--- src/rtl/rsrf_pkg.sv ---
package rsrf_pkg;

   localparam int DEF_CAPACITY = 16;
   localparam int DEF_KEY_BITS = 32;

   localparam int CSR_IDX_W = 2;
   localparam logic [CSR_IDX_W-1:0] CSR_ASCENDING      = 2'd0;
   localparam logic [CSR_IDX_W-1:0] CSR_ENTRIES_IN_USE = 2'd1;

   localparam logic KIND_KEY   = 1'b0;
   localparam logic KIND_FLUSH = 1'b1;

endpackage

--- src/rtl/replacement_selection_run_former.sv ---
// Replacement-selection run former.
// Input words (req_) carry kind and key: a key, or an end-of-stream flush.
// Result words (rsp_) carry out_key, new_run and last. Configuration words
// (csr_) write the sort direction (index 0) and the store size (index 1);
// csr_ready is high only while the block is idle, so writes land between items.
// Keys sit in a synchronous memory of CAPACITY entries; occupied and
// next-run marks are flip-flops. Every search walks the memory one entry per
// cycle. A key that fills the store is written while idle, with no search; a
// replacing key goes through walk, last read, decide and write back; a flush
// walks the store anew for each stored key, over two passes.
// One item is worked on at a time; req_ready is high only while idle.
// The result register parts the two channels: a new item is taken while a
// result still waits. If rsp_ready stays low, the block holds in its decide
// step until the register frees. Reset empties the store, closes the run and
// sets ascending order with a store size of 16; the memory itself needs no
// clearing pass.
module replacement_selection_run_former
   import rsrf_pkg::*;
#(
   parameter int CAPACITY = DEF_CAPACITY,
   parameter int KEY_BITS = DEF_KEY_BITS
) (
   input  logic                 clock,
   input  logic                 reset,
   input  logic                 req_valid,
   output logic                 req_ready,
   input  logic                 req_kind,
   input  logic [31:0]          req_key,
   output logic                 rsp_valid,
   input  logic                 rsp_ready,
   output logic [31:0]          rsp_out_key,
   output logic                 rsp_new_run,
   output logic                 rsp_last,
   input  logic                 csr_valid,
   output logic                 csr_ready,
   input  logic [CSR_IDX_W-1:0] csr_index,
   input  logic [31:0]          csr_data
);

   localparam int IDX_W  = $clog2(CAPACITY);
   localparam int FILL_W = $clog2(CAPACITY + 1);
   localparam int CMP_W  = (FILL_W > 5) ? FILL_W : 5;

   typedef enum logic [1:0] {ST_IDLE, ST_SCAN, ST_TAIL, ST_DECIDE} state_type;

   state_type              state_ff;
   logic                   ascending_ff;
   logic [4:0]             entries_in_use_ff;
   logic [CAPACITY-1:0]    occ_ff;
   logic [CAPACITY-1:0]    next_run_ff;
   logic [CAPACITY-1:0]    taken_ff;
   logic [FILL_W-1:0]      fill_count_ff;
   logic                   run_open_ff;
   logic                   flush_ff;
   logic                   pass_ff;
   logic                   first_ff;
   logic [KEY_BITS-1:0]    key_hold_ff;
   logic [IDX_W-1:0]       scan_idx_ff;
   logic                   rd_valid_ff;
   logic [IDX_W-1:0]       rd_idx_ff;
   logic [KEY_BITS-1:0]    rd_data_ff;
   logic                   best_valid_ff;
   logic [IDX_W-1:0]       best_idx_ff;
   logic [KEY_BITS-1:0]    best_key_ff;
   logic                   rsp_valid_ff;
   logic [31:0]            rsp_out_key_ff;
   logic                   rsp_new_run_ff;
   logic                   rsp_last_ff;

   logic [KEY_BITS-1:0]    mem [CAPACITY];

   logic [KEY_BITS-1:0]    key_in;
   logic [CMP_W-1:0]       size_in;
   logic                   can_fill;
   logic                   req_take;
   logic                   out_free;
   logic                   emit_word;
   logic                   cand;
   logic                   better;
   logic                   joins;
   logic [CAPACITY-1:0]    next_run_upd;
   logic                   any_current;
   logic [CAPACITY-1:0]    best_onehot;
   logic                   flush_last;
   logic                   mem_we;
   logic [IDX_W-1:0]       mem_wa;
   logic [KEY_BITS-1:0]    mem_wd;

   assign key_in    = KEY_BITS'(req_key);
   assign req_ready = (state_ff == ST_IDLE);
   assign req_take  = req_valid && req_ready;
   assign csr_ready = (state_ff == ST_IDLE);
   assign out_free  = !rsp_valid_ff || rsp_ready;
   assign emit_word = (state_ff == ST_DECIDE) && best_valid_ff && out_free;

   always_comb begin
      if (entries_in_use_ff == 5'd0) begin
         size_in = CMP_W'(1);
      end else if (CMP_W'(entries_in_use_ff) > CMP_W'(CAPACITY)) begin
         size_in = CMP_W'(CAPACITY);
      end else begin
         size_in = CMP_W'(entries_in_use_ff);
      end
   end
   assign can_fill = CMP_W'(fill_count_ff) < size_in;

   assign cand = occ_ff[rd_idx_ff] && (next_run_ff[rd_idx_ff] == pass_ff)
                 && !taken_ff[rd_idx_ff];
   assign better = ascending_ff ? (rd_data_ff < best_key_ff) : (rd_data_ff > best_key_ff);
   assign joins  = ascending_ff ? (best_key_ff < key_hold_ff) : (best_key_ff > key_hold_ff);

   always_comb begin
      best_onehot = '0;
      best_onehot[best_idx_ff] = 1'b1;
      next_run_upd = next_run_ff;
      next_run_upd[best_idx_ff] = !joins;
   end
   assign any_current = |(occ_ff & ~next_run_upd);
   assign flush_last  = ((occ_ff & ~taken_ff & ~best_onehot) == '0);

   always_comb begin
      mem_we = 1'b0;
      mem_wa = fill_count_ff[IDX_W-1:0];
      mem_wd = key_in;
      if (req_take && req_kind == KIND_KEY && can_fill) begin
         mem_we = 1'b1;
      end else if (state_ff == ST_DECIDE && !flush_ff && best_valid_ff && out_free) begin
         mem_we = 1'b1;
         mem_wa = best_idx_ff;
         mem_wd = key_hold_ff;
      end
   end

   always_ff @(posedge clock) begin
      if (mem_we) begin
         mem[mem_wa] <= mem_wd;
      end
      rd_data_ff <= mem[scan_idx_ff];
      rd_idx_ff  <= scan_idx_ff;
   end

   always_ff @(posedge clock) begin
      if (reset) begin
         state_ff          <= ST_IDLE;
         ascending_ff      <= 1'b1;
         entries_in_use_ff <= 5'd16;
         occ_ff            <= '0;
         next_run_ff       <= '0;
         taken_ff          <= '0;
         fill_count_ff     <= '0;
         run_open_ff       <= 1'b0;
         flush_ff          <= 1'b0;
         pass_ff           <= 1'b0;
         first_ff          <= 1'b0;
         scan_idx_ff       <= '0;
         rd_valid_ff       <= 1'b0;
         best_valid_ff     <= 1'b0;
         rsp_valid_ff      <= 1'b0;
      end else begin
         if (csr_valid && csr_ready) begin
            case (csr_index)
               CSR_ASCENDING:      ascending_ff      <= csr_data[0];
               CSR_ENTRIES_IN_USE: entries_in_use_ff <= csr_data[4:0];
               default: ;
            endcase
         end
         if (rsp_valid_ff && rsp_ready && !emit_word) begin
            rsp_valid_ff <= 1'b0;
         end
         rd_valid_ff <= (state_ff == ST_SCAN);
         if (rd_valid_ff && cand && (!best_valid_ff || better)) begin
            best_valid_ff <= 1'b1;
            best_idx_ff   <= rd_idx_ff;
            best_key_ff   <= rd_data_ff;
         end
         case (state_ff)
            ST_IDLE: begin
               if (req_take) begin
                  key_hold_ff   <= key_in;
                  taken_ff      <= '0;
                  pass_ff       <= 1'b0;
                  first_ff      <= 1'b1;
                  scan_idx_ff   <= '0;
                  best_valid_ff <= 1'b0;
                  if (req_kind == KIND_FLUSH) begin
                     flush_ff <= 1'b1;
                     state_ff <= ST_SCAN;
                  end else if (can_fill) begin
                     occ_ff[fill_count_ff[IDX_W-1:0]]      <= 1'b1;
                     next_run_ff[fill_count_ff[IDX_W-1:0]] <= 1'b0;
                     fill_count_ff <= fill_count_ff + 1'b1;
                  end else begin
                     flush_ff <= 1'b0;
                     state_ff <= ST_SCAN;
                  end
               end
            end
            ST_SCAN: begin
               if (scan_idx_ff == IDX_W'(CAPACITY - 1)) begin
                  state_ff <= ST_TAIL;
               end else begin
                  scan_idx_ff <= scan_idx_ff + 1'b1;
               end
            end
            ST_TAIL: begin
               scan_idx_ff <= '0;
               state_ff    <= ST_DECIDE;
            end
            ST_DECIDE: begin
               if (!flush_ff) begin
                  if (!best_valid_ff) begin
                     state_ff <= ST_IDLE;
                  end else if (out_free) begin
                     rsp_valid_ff   <= 1'b1;
                     rsp_out_key_ff <= 32'(best_key_ff);
                     rsp_new_run_ff <= !run_open_ff;
                     rsp_last_ff    <= 1'b1;
                     if (any_current) begin
                        next_run_ff <= next_run_upd;
                        run_open_ff <= 1'b1;
                     end else begin
                        next_run_ff <= '0;
                        run_open_ff <= 1'b0;
                     end
                     state_ff <= ST_IDLE;
                  end
               end else begin
                  if (best_valid_ff) begin
                     if (out_free) begin
                        rsp_valid_ff   <= 1'b1;
                        rsp_out_key_ff <= 32'(best_key_ff);
                        rsp_new_run_ff <= first_ff && (pass_ff || !run_open_ff);
                        rsp_last_ff    <= flush_last;
                        first_ff       <= 1'b0;
                        taken_ff[best_idx_ff] <= 1'b1;
                        best_valid_ff  <= 1'b0;
                        state_ff       <= ST_SCAN;
                     end
                  end else if (!pass_ff) begin
                     pass_ff  <= 1'b1;
                     first_ff <= 1'b1;
                     state_ff <= ST_SCAN;
                  end else begin
                     occ_ff        <= '0;
                     next_run_ff   <= '0;
                     taken_ff      <= '0;
                     fill_count_ff <= '0;
                     run_open_ff   <= 1'b0;
                     state_ff      <= ST_IDLE;
                  end
               end
            end
            default: state_ff <= ST_IDLE;
         endcase
      end
   end

   assign rsp_valid   = rsp_valid_ff;
   assign rsp_out_key = rsp_out_key_ff;
   assign rsp_new_run = rsp_new_run_ff;
   assign rsp_last    = rsp_last_ff;

   a_fill_bound: assert property (@(posedge clock) disable iff (reset)
      CMP_W'(fill_count_ff) <= CMP_W'(CAPACITY))
      else $error("fill count beyond capacity");

   a_winner_occupied: assert property (@(posedge clock) disable iff (reset)
      (state_ff == ST_DECIDE && best_valid_ff) |-> occ_ff[best_idx_ff])
      else $error("winner entry not occupied");

   a_taken_subset: assert property (@(posedge clock) disable iff (reset)
      (taken_ff & ~occ_ff) == '0)
      else $error("taken mark on empty entry");

   a_emit_frees: assert property (@(posedge clock) disable iff (reset)
      (state_ff == ST_DECIDE && !flush_ff && best_valid_ff && out_free)
      |=> (state_ff == ST_IDLE && rsp_valid_ff && rsp_last_ff))
      else $error("replacement did not emit its word");

endmodule
--- config.mk ---
export PLATFORM = sky130hd
export DESIGN_NAME = replacement_selection_run_former
export DESIGN_NICKNAME = d
export VERILOG_FILES = /design/src/rtl/rsrf_pkg.sv /design/src/rtl/replacement_selection_run_former.sv
export SDC_FILE = /design/constraint.sdc
export NUM_CORES = 1
export LEC_CHECK = 0
export BUFFER_PORTS_ARGS = -buffer_cell sky130_fd_sc_hd__buf_2
export CAP_MARGIN = 0
export CORE_UTILIZATION = 40
export DETAILED_ROUTE_END_ITERATION = 8
export PLACE_DENSITY = 0.53
export SETUP_SLACK_MARGIN = 0.1
export SYNTH_ARGS = -nofsm -noshare
export SYNTH_HDL_FRONTEND = slang
export SYNTH_SLANG_ARGS = --single-unit
--- constraint.sdc ---
create_clock -name clock -period 4.9 [get_ports clock]
set_clock_uncertainty 0.2 [all_clocks]
set_input_delay 0.735 -clock clock [delete_from_list [all_inputs] [get_ports clock]]
set_output_delay 0.735 -clock clock [all_outputs]
set_load 0.01 [all_outputs]
Yosys cells after proc, flatten, opt, wreduce, memory -nomap -nowiden
Memory sizes are Yosys's and may differ from the RTL's. A register that Yosys moved wholly into a read port is not among the register bits.
Index checks and enable logic that the tools add are counted.
{"block": "classes", "reduce_logical": 52, "order_cmp": 11, "n_eq_ne": 23, "n_bitwise": 12, "addsub": 2, "muxes": 102}
{"operator": "two-way mux 16 bit", "count": 17}
{"operator": "case mux 16 bit (2 select lines)", "count": 3}
{"operator": "AND 16 bit", "count": 4}
{"operator": "> comparator 32 bit", "count": 2}
{"operator": "< comparator 32 bit", "count": 2}
{"operator": "two-way mux 32 bit", "count": 2}
{"operator": "NOT 16 bit", "count": 4}
{"operator": "two-way mux 1 bit", "count": 47}
{"operator": "two-way mux 5 bit", "count": 8}
{"operator": "bitwise OR 16 bit", "count": 2}
{"operator": "inequality test 3 bit (second input constant)", "count": 7}
{"operator": "logical AND 1 bit", "count": 18}
{"operator": "two-way mux 2 bit", "count": 9}
{"operator": "bitwise mux 16 bit", "count": 1}
{"operator": "logical NOT 16 bit", "count": 1}
{"operator": "two-way mux 4 bit", "count": 4}
{"operator": "OR reduction 16 bit", "count": 1}
{"operator": "< comparator 4 x 5 -> 1 bit (second input constant)", "count": 3}
{"operator": "AND reduction 5 bit", "count": 3}
{"operator": "inequality test 2 bit (second input constant)", "count": 7}
{"operator": "binary-select mux 1 bit (select 4 bit)", "count": 3}
{"operator": "case mux 4 bit (3 select lines)", "count": 1}
{"operator": "AND reduction 4 bit", "count": 3}
{"operator": "case mux 5 bit (2 select lines)", "count": 1}
{"operator": "other kinds (24)", "count": 49}
{"block": "totals", "mem_count": 1, "output_inout_bits": 37, "wordCells": 225, "ff_bits": 178, "input_bits": 72, "mem_bits_rw": 512}
{"memory": "mem", "words": 16, "width": 32, "rd": 1, "rd_ports_with_merged_regs": 1, "wr": 1, "line": "replacement_selection_run_former.sv:70", "text": "logic [KEY_BITS-1:0] mem [CAPACITY];"}

Logic depth before layout (Yosys ltp)
{"block": "depth", "ltp_word": 13, "ltp_mapped": 12, "mapped_depth_nobuf": 11}

Worst setup path before layout
Ideal clock, no wire load.
{"block": "synth_path", "kind": "reg-to-reg", "startpoint": "reg entries_in_use_ff[4]", "endpoint": "mem mem[11][0] (netlist bit) (enable)", "setup_slack_ps": 758, "arrival_time_ps": 3521, "path_buffers": 1, "synth_period_minus_slack_ps": 4142, "setup_ps": 421, "t_required_ps": 4279, "path_stages_with_launch": 12, "cell_sequence": "dfxtp_1 inv_1 nand2_1 ha_1 a2111oi_0 o31ai_1 o22ai_1 nand2_1 nand2_1 buf_2 a21oi_1 nor2_1"}
{"block": "synth_between", "elab_chain_len": 8, "word_cells_on_any_way": 10, "classes_between": "order compare (2); mux (6); reduce/logical (2)"}
{"element": "start, declared", "line": "replacement_selection_run_former.sv:48", "text": "logic [4:0] entries_in_use_ff;"}
{"element": "start signal, assigned", "line": "replacement_selection_run_former.sv:163", "text": "CSR_ENTRIES_IN_USE: entries_in_use_ff <= csr_data[4:0];"}
{"element": "> comparator 5 bit", "line": "replacement_selection_run_former.sv:99", "text": "end else if (CMP_W'(entries_in_use_ff) > CMP_W'(CAPACITY)) begin"}
{"element": "two-way mux 5 bit", "line": "replacement_selection_run_former.sv:99"}
{"element": "two-way mux 5 bit *", "line": "replacement_selection_run_former.sv:97", "text": "if (entries_in_use_ff == 5'd0) begin"}
{"element": "< comparator 5 bit *", "line": "replacement_selection_run_former.sv:105", "text": "assign can_fill = CMP_W'(fill_count_ff) < size_in;"}
{"element": "logical AND 1 bit *", "line": "replacement_selection_run_former.sv:125", "text": "if (req_take && req_kind == KIND_KEY && can_fill) begin"}
{"element": "two-way mux 1 bit", "line": "replacement_selection_run_former.sv:125"}
{"element": "two-way mux 1 bit", "line": "replacement_selection_run_former.sv:135", "text": "if (mem_we) begin"}
{"element": "two-way mux 1 bit (not written as such)", "line": "replacement_selection_run_former.sv:136", "text": "mem[mem_wa] <= mem_wd;"}
{"element": "end, declared", "line": "replacement_selection_run_former.sv:70"}
Mark *: on every way between the ends. The rest lies on a longest branch, timed or not.

Final worst setup path
{"block": "layout_path", "startpoint": "reg best_key_ff[20]", "endpoint": "reg best_key_ff[19] (enable)"}
{"block": "layout_between", "elab_chain_len": 5, "word_cells_on_any_way": 6, "classes_between": "order compare (2); mux (1); reduce/logical (3)"}
{"element": "start, declared", "line": "replacement_selection_run_former.sv:64", "text": "logic [KEY_BITS-1:0] best_key_ff;"}
{"element": "start signal, assigned", "line": "replacement_selection_run_former.sv:174", "text": "best_key_ff <= rd_data_ff;"}
{"element": "> comparator 32 bit or < comparator 32 bit (tied branches)", "line": "replacement_selection_run_former.sv:109", "text": "assign better = ascending_ff ? (rd_data_ff < best_key_ff) : (rd_data_ff > best_key_ff);"}
{"element": "two-way mux 1 bit *", "line": "replacement_selection_run_former.sv:109"}
{"element": "logical OR 1 bit *", "line": "replacement_selection_run_former.sv:171", "text": "if (rd_valid_ff && cand && (!best_valid_ff || better)) begin"}
{"element": "logical AND 1 bit *", "line": "replacement_selection_run_former.sv:171"}
{"element": "AND reduction 2 bit (no line) *"}
Marks and branches as above.
A chain may end at the register's enable or synchronous reset.

==> results.cfg <==
[setup_path]
crit_required_ns = 5.00
critPathKind = reg -> reg
cp-start-kind = flip-flop
cp_max_fo = 32
end_kind = flip-flop
critical_path_arrival_ns = 4.06

[clocking]
cts_tree = done
clockBufferDepth = 3
postCtsHoldBufs = 0
cts_buffers = 80
cts_root_buf = clkbuf_16
cts-htree-levels = 3
cts_post_setup_buffers_inserted = 0
cts_sinks = 722
cts.repair.resized = 0
clock_latency_ns = 0.64
clkTransAtPathRegs_ns = 0.06

[sta]
period_minus_slack_ns = 3.96
max_slew.worst_pin.slew_ns = 1.21
timing.fmax_mhz = 253
hold_viol = 0
max_slew_margin_pct = 19.4
period_share_pct = 80.8
final-max-slew-violation-count = 0
tns_ns = 0
setup_viol_count_final = 0
grt_setup_unrepaired = no
hold_ws_ns = 0.0821

[routing]
totalWireLength_um = 73300
dr.first_iter.drc_count = 1367
vias = 16100
viasPerCell = 5.56
drt_pre_antenna_iters = 5
ant_nets = 0
avgRoutedWirePerCell_um = 25.3
drc = 0

[global_routing]
antenna_found_initial = 0
top_usage_layer = met2
grt_pass1_wl_um = 109000
grtUsageMet3_pct = 3.01
grt_use_met1_pct = 28.5
grt_pass1_vias = 16700
grt_max_degree = 72
gr-total-overflow = 0
grt.total_usage_pct = 20.1
use_met2_pct = 32.8

[pwr]
sw_frac_of_total_pct = 23.8
switchingPower_w = 0.00339
p_leak_nw = 11.3
p_int_w = 0.0109
sequentialPowerShare_pct = 49.1
p_per_area_mw_per_mm2 = 420
clock_power_share_pct = 41.7
peakVddDrop_mv = 0.323
fin_total_pwr_w = 0.0143
combPwrFrac_pct = 9.2

[synthesis]
synth_enable_flop_cells = 614
synth_cells = 1726
synth_cell_type_count = 66
synth_area_per_cell_um2 = 17.0
yosysSeqAreaShare_pct = 70.3
async_flop_share_pct = 0
netlist_area_mm2 = 0.0293
synthesis.nets = 1874
synth_ff_type = edfxtp_1
yosys_warnings = 0
ys_seq_elements = 722

[floorplan]
die_h_um = 273
die_area_mm2 = 0.0743
rows = 98
core_area_mm2 = 0.0720
fp.dieW_um = 273
start_util_pct = 40.7
ioPinCount = 109

[run_status]
status = finished clean

[final_layout]
syn2layout_area_growth_pct = 16.2
nNetsFinal = 2034
final_cell_mix = 614 x edfxtp_1, 165 x mux4_2, 104 x dfxtp_1, 93 x nor2_1, 86 x a21oi_1
diodes = 0
final_cell_area_mm2 = 0.0340
final_common_cell = edfxtp_1
final_cells = 2903
drive_above_1_share_pct = 24.7
fill_cells = 6144

[placed_design]
place_hpwl_um = 44100
post_dp_cell_area_mm2 = 0.0314
dp.cells = 2754
portBuffers = 81
gp_congestion = 0.900

[job]
maxCapViolations = 0

[min_path]
hp-class = in -> reg
Yosys cell counts (3+ instances only):
| master | n | area [um^2] |
|---|---|---|
| nand2b_1 | 13 | 81.3 |
| mux4_2 | 165 | 3720 |
| nor2_1 | 111 | 417 |
| mux2i_1 | 7 | 70.1 |
| edfxtp_1 | 614 | 18400 |
| nand2_1 | 74 | 278 |
| buf_1 | 16 | 60.1 |
| buf_2 | 9 | 45.0 |
| nand4_1 | 17 | 106 |
| dfxtp_1 | 108 | 2160 |
| nor3_1 | 32 | 160 |
| a211oi_1 | 9 | 67.6 |
| and2_1 | 4 | 25.0 |
| buf_4 | 7 | 52.6 |
| clkbuf_1 | 43 | 161 |
| nor3b_1 | 4 | 30.0 |
| xor2_1 | 3 | 26.3 |
| nor2b_1 | 12 | 75.1 |
| o311ai_0 | 6 | 52.6 |
| o31ai_1 | 17 | 128 |
| nand3b_1 | 5 | 37.5 |
| ha_1 | 76 | 951 |
| mux2_2 | 3 | 33.8 |
| o22ai_1 | 18 | 113 |
| nand3_1 | 18 | 90.1 |
| nor4_1 | 5 | 31.3 |
| o211ai_1 | 21 | 158 |
| o21ai_0 | 63 | 315 |
| inv_1 | 84 | 315 |
| a21oi_1 | 86 | 430 |
| o21a_1 | 6 | 45.0 |
| a31oi_1 | 19 | 119 |
| buf_6 | 8 | 90.1 |
| or3_1 | 3 | 18.8 |
| a21o_1 | 3 | 22.5 |
metrics by stage:
| step | setup WS (ns) | util (%) |
|---|---|---|
| finish | 0.940 | 47.3 |
| detailed placement | 0.966 | 43.6 |
| global route | 0.696 | 47.3 |
| global placement | 1.04 | 43.6 |
| floorplan | 0.758 | - |
| CTS | 0.940 | 47.3 |
logic make-up (layout without fill, tap and decap cells):
| kind of cell | after synthesis | count (layout) | share of synthesized area (%) |
|---|---|---|---|
| buffers and inverters | 168 | 395 | 2.50 |
| DFF | 722 | 722 | 70.3 |
| adders and majority gates | 76 | 76 | 3.25 |
| muxes | 177 | 177 | 13.1 |
| AOI/OAI and AO/OA | 270 | 270 | 5.69 |
| and+or+nand+nor | 309 | 309 | 4.96 |
| xor gates and xnor gates | 4 | 4 | 0.120 |
layout make-up:
type,instances,area [um^2],share of cell area [%]
clock buffers,109,2230,6.57
clock inverters,40,402,1.18
flip-flops and latches,722,20600,60.6
well taps,950,1190,3.49
multi-input cells,836,8090,23.8
repair buffers,162,1180,3.46
inverters,84,315,0.927
layer usage:
metal / up-vias / share of wire (%)
met5: - / 0
met4: 0 / 1.8
met3: 91 / 4.2
met2: 419 / 48
met1: 8446 / 46
li1: 7176 / -
power by group through the flow:
stage | logic [W] | registers [W] | clock network, W
after floorplan | 0.000957 | 0.00704 | 0
after global placement | 0.00131 | 0.00714 | 0
after detailed placement | 0.00133 | 0.00714 | 0
after CTS | 0.00133 | 0.00702 | 0.00608
after global routing | 0.00144 | 0.00703 | 0.00631
final | 0.00131 | 0.00701 | 0.00595
path summary, 6_finish.rpt:
path,start,to,slack (ns),cells past startpoint
min reg2reg,rd_data_ff[20],best_key_ff[20],0.23,0
min,req_key[21],key_hold_ff[21],0.08,1
max,best_key_ff[20],best_key_ff[19],0.94,11
max reg2reg,best_key_ff[20],best_key_ff[19],0.94,11
sequential cells by signal, indices dropped and copies added, names as in the netlist, 2 cells and up:
| register | cells |
|---|---|
| mem | 512 |
| state_ff | 2 |
| rd_data_ff | 32 |
| best_idx_ff | 4 |
| scan_idx_ff | 4 |
| occ_ff | 16 |
| fill_count_ff | 5 |
| entries_in_use_ff | 5 |
| rsp_out_key | 32 |
| next_run_ff | 16 |
| taken_ff | 16 |
| best_key_ff | 32 |
| rd_idx_ff | 4 |
| key_hold_ff | 32 |
worst max-delay path: stages (launching register included):
cell and delay (ns):
edfxtp_1 0.43, inv_1 0.08, ha_1 0.23, o21a_1 0.19, o21a_1 0.18, a2111oi_0 0.73
o32ai_1 0.35, a21oi_1 0.24, a21oi_1 0.10, a211oi_1 0.34, o21a_2 0.26, buf_12 0.26
No activity file was read; power rests on OpenSTA's default activity.
